## config.mk

```make
export PLATFORM = sky130hd
export DESIGN_NAME = kiss_frame_deframer_flat
export DESIGN_NICKNAME = d
export VERILOG_FILES = /design/src/design/kfd_pkg.sv /design/src/design/kfd_byte_if.sv /design/src/design/kfd_result_if.sv /design/src/design/kfd_ram.sv /design/src/design/kiss_frame_deframer.sv /design/src/flat_wrapper.sv
export VERILOG_INCLUDE_DIRS = /design/src /design/src/design
export SDC_FILE = /design/constraint.sdc
export NUM_CORES = 1
export LEC_CHECK = 0
export BUFFER_PORTS_ARGS = -buffer_cell sky130_fd_sc_hd__buf_2
export CORE_ASPECT_RATIO = 1.4
export CORE_MARGIN = 2
export CORE_UTILIZATION = 60
export CTS_BUF_LIST = sky130_fd_sc_hd__clkbuf_16
export CTS_CLUSTER_SIZE = 16
export DETAILED_ROUTE_END_ITERATION = 8
export PLACE_DENSITY = 0.77
export REMOVE_ABC_BUFFERS = 1
export SETUP_SLACK_MARGIN = 0.2
export SLEW_MARGIN = 25
export SYNTH_ARGS = -nofsm -noshare
export SYNTH_HDL_FRONTEND = slang
export SYNTH_SLANG_ARGS = --single-unit
```

## constraint.sdc

```tcl
create_clock -name clk -period 6.9 [get_ports clk]
set_input_delay 2.07 -clock clk [delete_from_list [all_inputs] [get_ports clk]]
set_output_delay 2.07 -clock clk [all_outputs]
set_load 0.01 [all_outputs]
```

## src/design/assert_macros.svh

```systemverilog
// ----------------------------------------------------------------------------
// Assertion macros used by the deframer design file.
// Each macro checks a condition on the rising clock edge, with reset masking it.
// ----------------------------------------------------------------------------
`ifndef ASSERT_MACROS_SVH
`define ASSERT_MACROS_SVH

`ifndef SYNTHESIS

// The property must hold at every edge outside reset.
`define ASSERT_CHECK(label, clk, rst, prop) \
  label: assert property (@(posedge clk) disable iff (rst) (prop)) \
    else $error("assertion failed: property does not hold");

// The condition must never be true at an edge outside reset.
`define ASSERT_NEVER(label, clk, rst, cond) \
  label: assert property (@(posedge clk) disable iff (rst) !(cond)) \
    else $error("assertion failed: forbidden condition seen");

`else

`define ASSERT_CHECK(label, clk, rst, prop)
`define ASSERT_NEVER(label, clk, rst, cond)

`endif

`endif

```

## src/design/kfd_pkg.sv

```systemverilog
`timescale 1ns / 1ps
// ----------------------------------------------------------------------------
// KISS deframer package
// Framing codes, field types and the controller state type.
// ----------------------------------------------------------------------------
package kfd_pkg;

  localparam int BYTE_W = 8;
  localparam int NIB_W  = 4;
  localparam int LEN_W  = 6;

  typedef logic [BYTE_W-1:0] byte_t;
  typedef logic [NIB_W-1:0]  nibble_t;
  typedef logic [LEN_W-1:0]  len_t;

  localparam byte_t CODE_FEND  = 8'hC0;
  localparam byte_t CODE_FESC  = 8'hDB;
  localparam byte_t CODE_TFEND = 8'hDC;
  localparam byte_t CODE_TFESC = 8'hDD;

  typedef enum logic [1:0] {
    ST_IDLE,
    ST_FETCH,
    ST_LOAD,
    ST_HDR
  } kfd_state_t;

endpackage

```

## src/design/kfd_byte_if.sv

```systemverilog
`timescale 1ns / 1ps
// ----------------------------------------------------------------------------
// KISS deframer input channel
// Valid/ready channel carrying one received serial byte per transfer.
// ----------------------------------------------------------------------------
interface kfd_byte_if;
  import kfd_pkg::*;

  logic  valid;
  logic  ready;
  byte_t rx_byte;

  modport source (output valid, output rx_byte, input ready);
  modport sink (input valid, input rx_byte, output ready);
endinterface

```

## src/design/kfd_result_if.sv

```systemverilog
`timescale 1ns / 1ps
// ----------------------------------------------------------------------------
// KISS deframer result channel
// Valid/ready channel carrying one decoded frame result per transfer.
// ----------------------------------------------------------------------------
interface kfd_result_if;
  import kfd_pkg::*;

  logic    valid;
  logic    ready;
  nibble_t port_num;
  nibble_t command_code;
  len_t    payload_length;
  logic    has_data;
  byte_t   data_byte;
  logic    last_of_frame;

  modport source (
    output valid, output port_num, output command_code, output payload_length,
    output has_data, output data_byte, output last_of_frame, input ready
  );
  modport sink (
    input valid, input port_num, input command_code, input payload_length,
    input has_data, input data_byte, input last_of_frame, output ready
  );
endinterface

```

## src/design/kfd_ram.sv

```systemverilog
`timescale 1ns / 1ps
// ----------------------------------------------------------------------------
// Generic simple dual-port RAM
// One write port and one read port with registered read data.
// ----------------------------------------------------------------------------
module kfd_ram #(
  parameter int WIDTH = 8,
  parameter int DEPTH = 64
) (
  input  logic                     clk,
  input  logic                     wr_en,
  input  logic [$clog2(DEPTH)-1:0] wr_addr,
  input  logic [WIDTH-1:0]         wr_data,
  input  logic                     rd_en,
  input  logic [$clog2(DEPTH)-1:0] rd_addr,
  output logic [WIDTH-1:0]         rd_data
);

  logic [WIDTH-1:0] mem [DEPTH];

  always_ff @(posedge clk) begin
    if (wr_en) begin
      mem[wr_addr] <= wr_data;
    end
    if (rd_en) begin
      rd_data <= mem[rd_addr];
    end
  end

endmodule

```

## src/design/kiss_frame_deframer.sv

```systemverilog
`timescale 1ns / 1ps
// ----------------------------------------------------------------------------
// KISS frame deframer
// Undoes KISS framing and escaping and plays each closed frame out as results,
// one per payload byte read back from the frame buffer RAM, or one header-only result.
// ----------------------------------------------------------------------------
// Throughput: one received byte per cycle while no frame is being played out.
// A closing FEND starts playout: each payload byte is read from the RAM in FETCH,
// then loaded into the output register in LOAD once that register is free.
// The input is held off until playout ends; a header-only frame holds it off
// while its result is loaded from HDR, which also waits for a free register.
// Synchronous reset puts the block outside any frame; the RAM is not cleared.
// ----------------------------------------------------------------------------
`include "assert_macros.svh"

module kiss_frame_deframer #(
  parameter int BUFFER_BYTES = 64
) (
  input  logic   clk,
  input  logic   rst,
  kfd_byte_if.sink     rx,
  kfd_result_if.source res
);
  import kfd_pkg::*;

  localparam int ADDR_W = $clog2(BUFFER_BYTES);
  localparam int CNT_W  = $clog2(BUFFER_BYTES + 1);

  kfd_state_t state, state_next;

  logic              in_frame;
  logic              escape_pending;
  logic [CNT_W-1:0]  fill_count;
  byte_t             header;
  logic [ADDR_W-1:0] plen;
  logic [ADDR_W-1:0] rd_idx;

  logic    out_valid;
  nibble_t out_port;
  nibble_t out_cmd;
  len_t    out_len;
  logic    out_has_data;
  byte_t   out_data;
  logic    out_last;

  logic  in_acc;
  logic  is_fend;
  logic  frame_close;
  logic  do_store;
  logic  buf_full;
  logic  out_free;
  logic  rd_en;
  logic  load_data;
  logic  load_hdr;
  logic  at_last;
  byte_t store_byte;
  byte_t rd_data;

  assign in_acc   = rx.valid && rx.ready;
  assign is_fend  = (rx.rx_byte == CODE_FEND);
  assign frame_close = in_acc && is_fend && in_frame && (fill_count != '0);
  assign do_store = in_acc && !is_fend && in_frame &&
                    (escape_pending || (rx.rx_byte != CODE_FESC));
  assign buf_full = (fill_count == CNT_W'(BUFFER_BYTES));
  assign out_free = !out_valid || res.ready;
  assign at_last  = (rd_idx == plen);

  // An escaped TFEND or TFESC maps back to its code; anything else is kept.
  always_comb begin
    store_byte = rx.rx_byte;
    if (escape_pending) begin
      if (rx.rx_byte == CODE_TFEND) begin
        store_byte = CODE_FEND;
      end else if (rx.rx_byte == CODE_TFESC) begin
        store_byte = CODE_FESC;
      end
    end
  end

  kfd_ram #(
    .WIDTH (BYTE_W),
    .DEPTH (BUFFER_BYTES)
  ) u_frame_ram (
    .clk     (clk),
    .wr_en   (do_store && !buf_full),
    .wr_addr (fill_count[ADDR_W-1:0]),
    .wr_data (store_byte),
    .rd_en   (rd_en),
    .rd_addr (rd_idx),
    .rd_data (rd_data)
  );

  // Next state.
  always_comb begin
    state_next = state;
    case (state)
      ST_IDLE: begin
        if (frame_close) begin
          state_next = (fill_count == CNT_W'(1)) ? ST_HDR : ST_FETCH;
        end
      end
      ST_FETCH: begin
        state_next = ST_LOAD;
      end
      ST_LOAD: begin
        if (out_free) begin
          state_next = at_last ? ST_IDLE : ST_FETCH;
        end
      end
      ST_HDR: begin
        if (out_free) begin
          state_next = ST_IDLE;
        end
      end
      default: begin
        state_next = ST_IDLE;
      end
    endcase
  end

  // State outputs.
  always_comb begin
    rx.ready  = 1'b0;
    rd_en     = 1'b0;
    load_data = 1'b0;
    load_hdr  = 1'b0;
    case (state)
      ST_IDLE:  rx.ready  = 1'b1;
      ST_FETCH: rd_en     = 1'b1;
      ST_LOAD:  load_data = out_free;
      ST_HDR:   load_hdr  = out_free;
      default: begin
        rx.ready = 1'b0;
      end
    endcase
  end

  always_ff @(posedge clk) begin
    if (rst) begin
      state          <= ST_IDLE;
      in_frame       <= 1'b0;
      escape_pending <= 1'b0;
      fill_count     <= '0;
    end else begin
      state <= state_next;
      if (in_acc) begin
        if (is_fend) begin
          in_frame       <= 1'b1;
          escape_pending <= 1'b0;
          fill_count     <= '0;
        end else if (in_frame) begin
          if (escape_pending) begin
            escape_pending <= 1'b0;
          end else if (rx.rx_byte == CODE_FESC) begin
            escape_pending <= 1'b1;
          end
          if (do_store) begin
            if (buf_full) begin
              // Overflow drops the frame until the next FEND.
              in_frame       <= 1'b0;
              escape_pending <= 1'b0;
              fill_count     <= '0;
            end else begin
              fill_count <= fill_count + CNT_W'(1);
            end
          end
        end
      end
    end
  end

  always_ff @(posedge clk) begin
    if (do_store && !buf_full && (fill_count == '0)) begin
      header <= store_byte;
    end
    if (frame_close) begin
      plen   <= ADDR_W'(fill_count - CNT_W'(1));
      rd_idx <= ADDR_W'(1);
    end else if (load_data) begin
      rd_idx <= rd_idx + ADDR_W'(1);
    end
  end

  // Output register: the input side is free again while the last result waits.
  always_ff @(posedge clk) begin
    if (rst) begin
      out_valid <= 1'b0;
    end else if (load_data || load_hdr) begin
      out_valid <= 1'b1;
    end else if (res.ready) begin
      out_valid <= 1'b0;
    end
  end

  always_ff @(posedge clk) begin
    if (load_data) begin
      out_port     <= header[7:4];
      out_cmd      <= header[3:0];
      out_len      <= LEN_W'(plen);
      out_has_data <= 1'b1;
      out_data     <= rd_data;
      out_last     <= at_last;
    end else if (load_hdr) begin
      out_port     <= header[7:4];
      out_cmd      <= header[3:0];
      out_len      <= '0;
      out_has_data <= 1'b0;
      out_data     <= '0;
      out_last     <= 1'b1;
    end
  end

  assign res.valid          = out_valid;
  assign res.port_num       = out_port;
  assign res.command_code   = out_cmd;
  assign res.payload_length = out_len;
  assign res.has_data       = out_has_data;
  assign res.data_byte      = out_data;
  assign res.last_of_frame  = out_last;

  `ASSERT_NEVER(a_fill_bound, clk, rst, fill_count > CNT_W'(BUFFER_BYTES))
  `ASSERT_NEVER(a_playout_clean, clk, rst, (state != ST_IDLE) && ((fill_count != '0) || !in_frame))
  `ASSERT_NEVER(a_rd_idx_range, clk, rst, (state == ST_FETCH) && ((rd_idx == '0) || (rd_idx > plen)))
  `ASSERT_CHECK(a_last_ends_run, clk, rst, (load_data && at_last) |=> (state == ST_IDLE) && res.last_of_frame)
  `ASSERT_CHECK(a_close_starts_run, clk, rst, frame_close |=> (state == ST_FETCH) || (state == ST_HDR))

endmodule

```

## src/flat_wrapper.sv

```systemverilog
// flat-port wrapper written by rule: the top's interface ports become plain ports
module kiss_frame_deframer_flat import kfd_pkg::*;
#(
  parameter int BUFFER_BYTES = 64
)
  (clk, rst, rx_valid, rx_rx_byte, rx_ready, res_valid, res_port_num, res_command_code, res_payload_length, res_has_data, res_data_byte, res_last_of_frame, res_ready);
  kfd_byte_if rx_i ();
  kfd_result_if res_i ();
  input  logic clk;
  input  logic rst;
  input wire logic [$bits(rx_i.valid)-1:0] rx_valid;
  input wire logic [$bits(rx_i.rx_byte)-1:0] rx_rx_byte;
  output wire logic [$bits(rx_i.ready)-1:0] rx_ready;
  output wire logic [$bits(res_i.valid)-1:0] res_valid;
  output wire logic [$bits(res_i.port_num)-1:0] res_port_num;
  output wire logic [$bits(res_i.command_code)-1:0] res_command_code;
  output wire logic [$bits(res_i.payload_length)-1:0] res_payload_length;
  output wire logic [$bits(res_i.has_data)-1:0] res_has_data;
  output wire logic [$bits(res_i.data_byte)-1:0] res_data_byte;
  output wire logic [$bits(res_i.last_of_frame)-1:0] res_last_of_frame;
  input wire logic [$bits(res_i.ready)-1:0] res_ready;
  assign rx_i.valid = rx_valid;
  assign rx_i.rx_byte = rx_rx_byte;
  assign rx_ready = rx_i.ready;
  assign res_valid = res_i.valid;
  assign res_port_num = res_i.port_num;
  assign res_command_code = res_i.command_code;
  assign res_payload_length = res_i.payload_length;
  assign res_has_data = res_i.has_data;
  assign res_data_byte = res_i.data_byte;
  assign res_last_of_frame = res_i.last_of_frame;
  assign res_i.ready = res_ready;
  kiss_frame_deframer #(.BUFFER_BYTES(BUFFER_BYTES)) u_core (.clk(clk), .rst(rst), .rx(rx_i), .res(res_i));
endmodule
```

==> results.toml <==
[setup_path]
cp_max_fo = 8
reg2reg_from = "u_core.fill_count[3]"
critical_path_arrival_ns = 4.93
worst_setup_path_end_kind = "register"
setup.worst_path.start = "rx_rx_byte[7]"
cp-start-kind = "input port"
path_class = "in -> reg"
worstPathRequired_ns = 7.10

[synth]
yosysWarnings = 0
synth_most_common_cell = "edfxtp_1"
async_flop_share_pct = 0
yosysTopAreaCellShare_pct = 73.84
synth_top_area_cell = "edfxtp_1"
ys.flop_type = "edfxtp_1"
yosys-top-cells-area = "edfxtp_1 74%, mux4_2 9.4%, mux2i_1 2.8%"
synth_area_sq_um = 22650
synth_cells = 1194
synth-seq-cells = 576
seq_area_frac_synth_pct = 75.52
netlist_top_cells_count = "557 x edfxtp_1, 97 x nor2_1, 95 x mux4_2, 64 x mux2i_1, 40 x nand2_1"
synth-edff-count = 557
synth_cell_types = 57
postSynthAreaPerCell_sq_um = 18.97

[drt]
vias_per_cell = 6.731
firstDrtPassIters = 5
drt_wl_total_um = 51870
drc_errors = 0
wl_per_cell_um = 29.93
vias = 11670
ant_nets = 0
drt-initial-drc-count = 1434

[placement]
placed_cell_area_sq_um = 23280
io_buffer_count = 37
gp_congestion = 0.8676
dp_hpwl_um = 31140

[grt]
grt_max_degree = 77
grt_pass1_wl_um = 76320
antenna_found_initial = 1
grt_use_total_pct = 26.98
grt_pass1_vias = 11400
grt_overflow = 0

[clocking]
cts_hold_buf = 0
cts.clk_slew.worst_paths_ns = 0.06
clock_path_buffers = 3
post_cts_resized = 0
clk_latency_ns = 0.57
cts_setup_buffers = 0
cts_root_buf = "clkbuf_16"
cts_sinks = 576
cts_buffers = 48
tritoncts = "built"
h-tree-depth = 2

[power]
vdd_drop_max_mv = 0.1610
p_per_area_nw_per_um2 = 263.7
power.total_mw = 6.546
p_leak_nw = 7.728

[sta]
tightest_slew_ns = 1.059
slew_headroom_pct = 28.79
grt_setup_unrepaired = "false"
worst_clock_skew_ns = 0.01288
slew_viol_final = 0
report.final.setup_viol = 0
finalCritPeriodShare_pct = 68.54
tns_ns = 0
finalHoldViolCount = 0
post-route-min-period_ns = 4.729
fmax_mhz = 211.5

[outcome]
status = "finished, final reports clean"

[floorplanning]
io_pins = 38
start_util_pct = 60.54
die-area_sq_um = 39350
num_rows = 84
fp.dieH_um = 233.9
die_w_um = 168.2
core_area_sq_um = 37420

[final_layout]
drive_gt1_share_pct = 20.63
nets = 1240
final_area_sq_um = 24820
num_antenna_cells = 0
syn2layout_area_growth_pct = 9.572

[hold_path]
holdCritStartpoint = "u_core.header[3]"
hold_path_class = "reg -> reg"

[job]
maxCapViolCount = 0
## cell families after synthesis
family / count (synthesis) / synth area share [%]
flip-flops: 576 / 75.52
AND/OR/NAND/NOR: 221 / 4.772
multiplexers: 188 / 13.71
AO/OA/AOI/OAI: 109 / 3.518
buffers and inverters: 76 / 1.486
XOR/XNOR: 20 / 0.7732
adder cells (fa/ha/maj): 4 / 0.2209
## power breakdown
part	internal (mW)	switching, mW	leakage (nW)	total [mW]
registers	3.83	0.000102	5.18	3.83
clock network	1.48	1.17	0.786	2.65
logic	0.00778	0.0666	1.76	0.0743
## per-layer routing
| layer | global-route usage [%] | wire [um] | vias to the layer above | part of all wire (%) |
|---|---|---|---|---|
| met5 | 0 | 0 | - | 0 |
| met4 | 14.04 | 2963 | 0 | 5.7 |
| met3 | 3.966 | 4270 | 144 | 8.2 |
| met2 | 44.75 | 25920 | 732 | 50 |
| met1 | 35.27 | 18720 | 5926 | 36 |
| li1 | - | - | 4863 | - |
## state kept, by name, indices dropped and copies added (netlist names)
name	flops
u_core.state	2
u_core.u_frame_ram.mem	512
u_core.res.data_byte	8
u_core.header	8
u_core.res.valid	1
u_core.res.port_num	4
u_core.res.payload_length	6
u_core.fill_count	7
u_core.plen	6
u_core.u_frame_ram.rd_data	8
u_core.rd_idx	6
u_core.res.has_data	1
u_core.res.command_code	4
u_core.escape_pending	1
u_core.res.last_of_frame	1
u_core.in_frame	1
## area by class of cell
type / instances / area (sq um)
flip-flops and latches: 576 / 17120
fillers: 2355 / 12590
multi-input cells: 542 / 5258
clock buffers: 49 / 1226
well taps: 473 / 591.8
clock inverters: 37 / 304.0
repair buffers: 49 / 300.3
inverters: 7 / 26.28
## cell usage in the layout, fill, tap and decap left out, types with 12 or more instances in the layout
| master | n |
|---|---|
| a211oi_1 | 19 |
| a22oi_1 | 18 |
| and2_1 | 16 |
| buf_2 | 37 |
| clkbuf_16 | 49 |
| clkinv_2 | 12 |
| dfxtp_1 | 16 |
| edfxtp_1 | 557 |
| inv_1 | 14 |
| mux2_2 | 29 |
| mux2i_1 | 64 |
| mux4_2 | 95 |
| nand2_1 | 40 |
| nor2_1 | 96 |
| o2111ai_1 | 12 |
| o21ai_0 | 14 |
| o22ai_1 | 15 |
## worst max-delay path, cell delays in order
cell and delay [ns]:
buf_2 0.13, nand3b_1 0.38, nor3_1 0.24, nor3b_1 0.57
nand3_1 0.74, nor2_1 0.78
## per-stage QoR
step	std cells	util [%]	hold slack (ns)	setup WS (ns)
final	1733	66.34	0.4218	2.171
after CTS	1733	66.32	0.4219	2.254
after global routing	1733	66.34	0.4252	2.069
after detailed placement	1647	62.23	0.4054	1.677
after global placement	1647	62.23	0.4021	1.785
after floorplan	1125	-	0.4003	0.1325
## path summary, 6_finish.rpt
kind | endpoint | slack, ns | cells after the start
worst max register to register | u_core.u_frame_ram.mem[51][2] | 3.26 | 5
worst max-delay path | u_core.u_frame_ram.mem[63][7] | 2.17 | 6
worst min register to register | u_core.res.command_code[3] | 0.42 | 0
worst min-delay path | u_core.res.command_code[3] | 0.42 | 0
(Power assumes the default switching activity.)
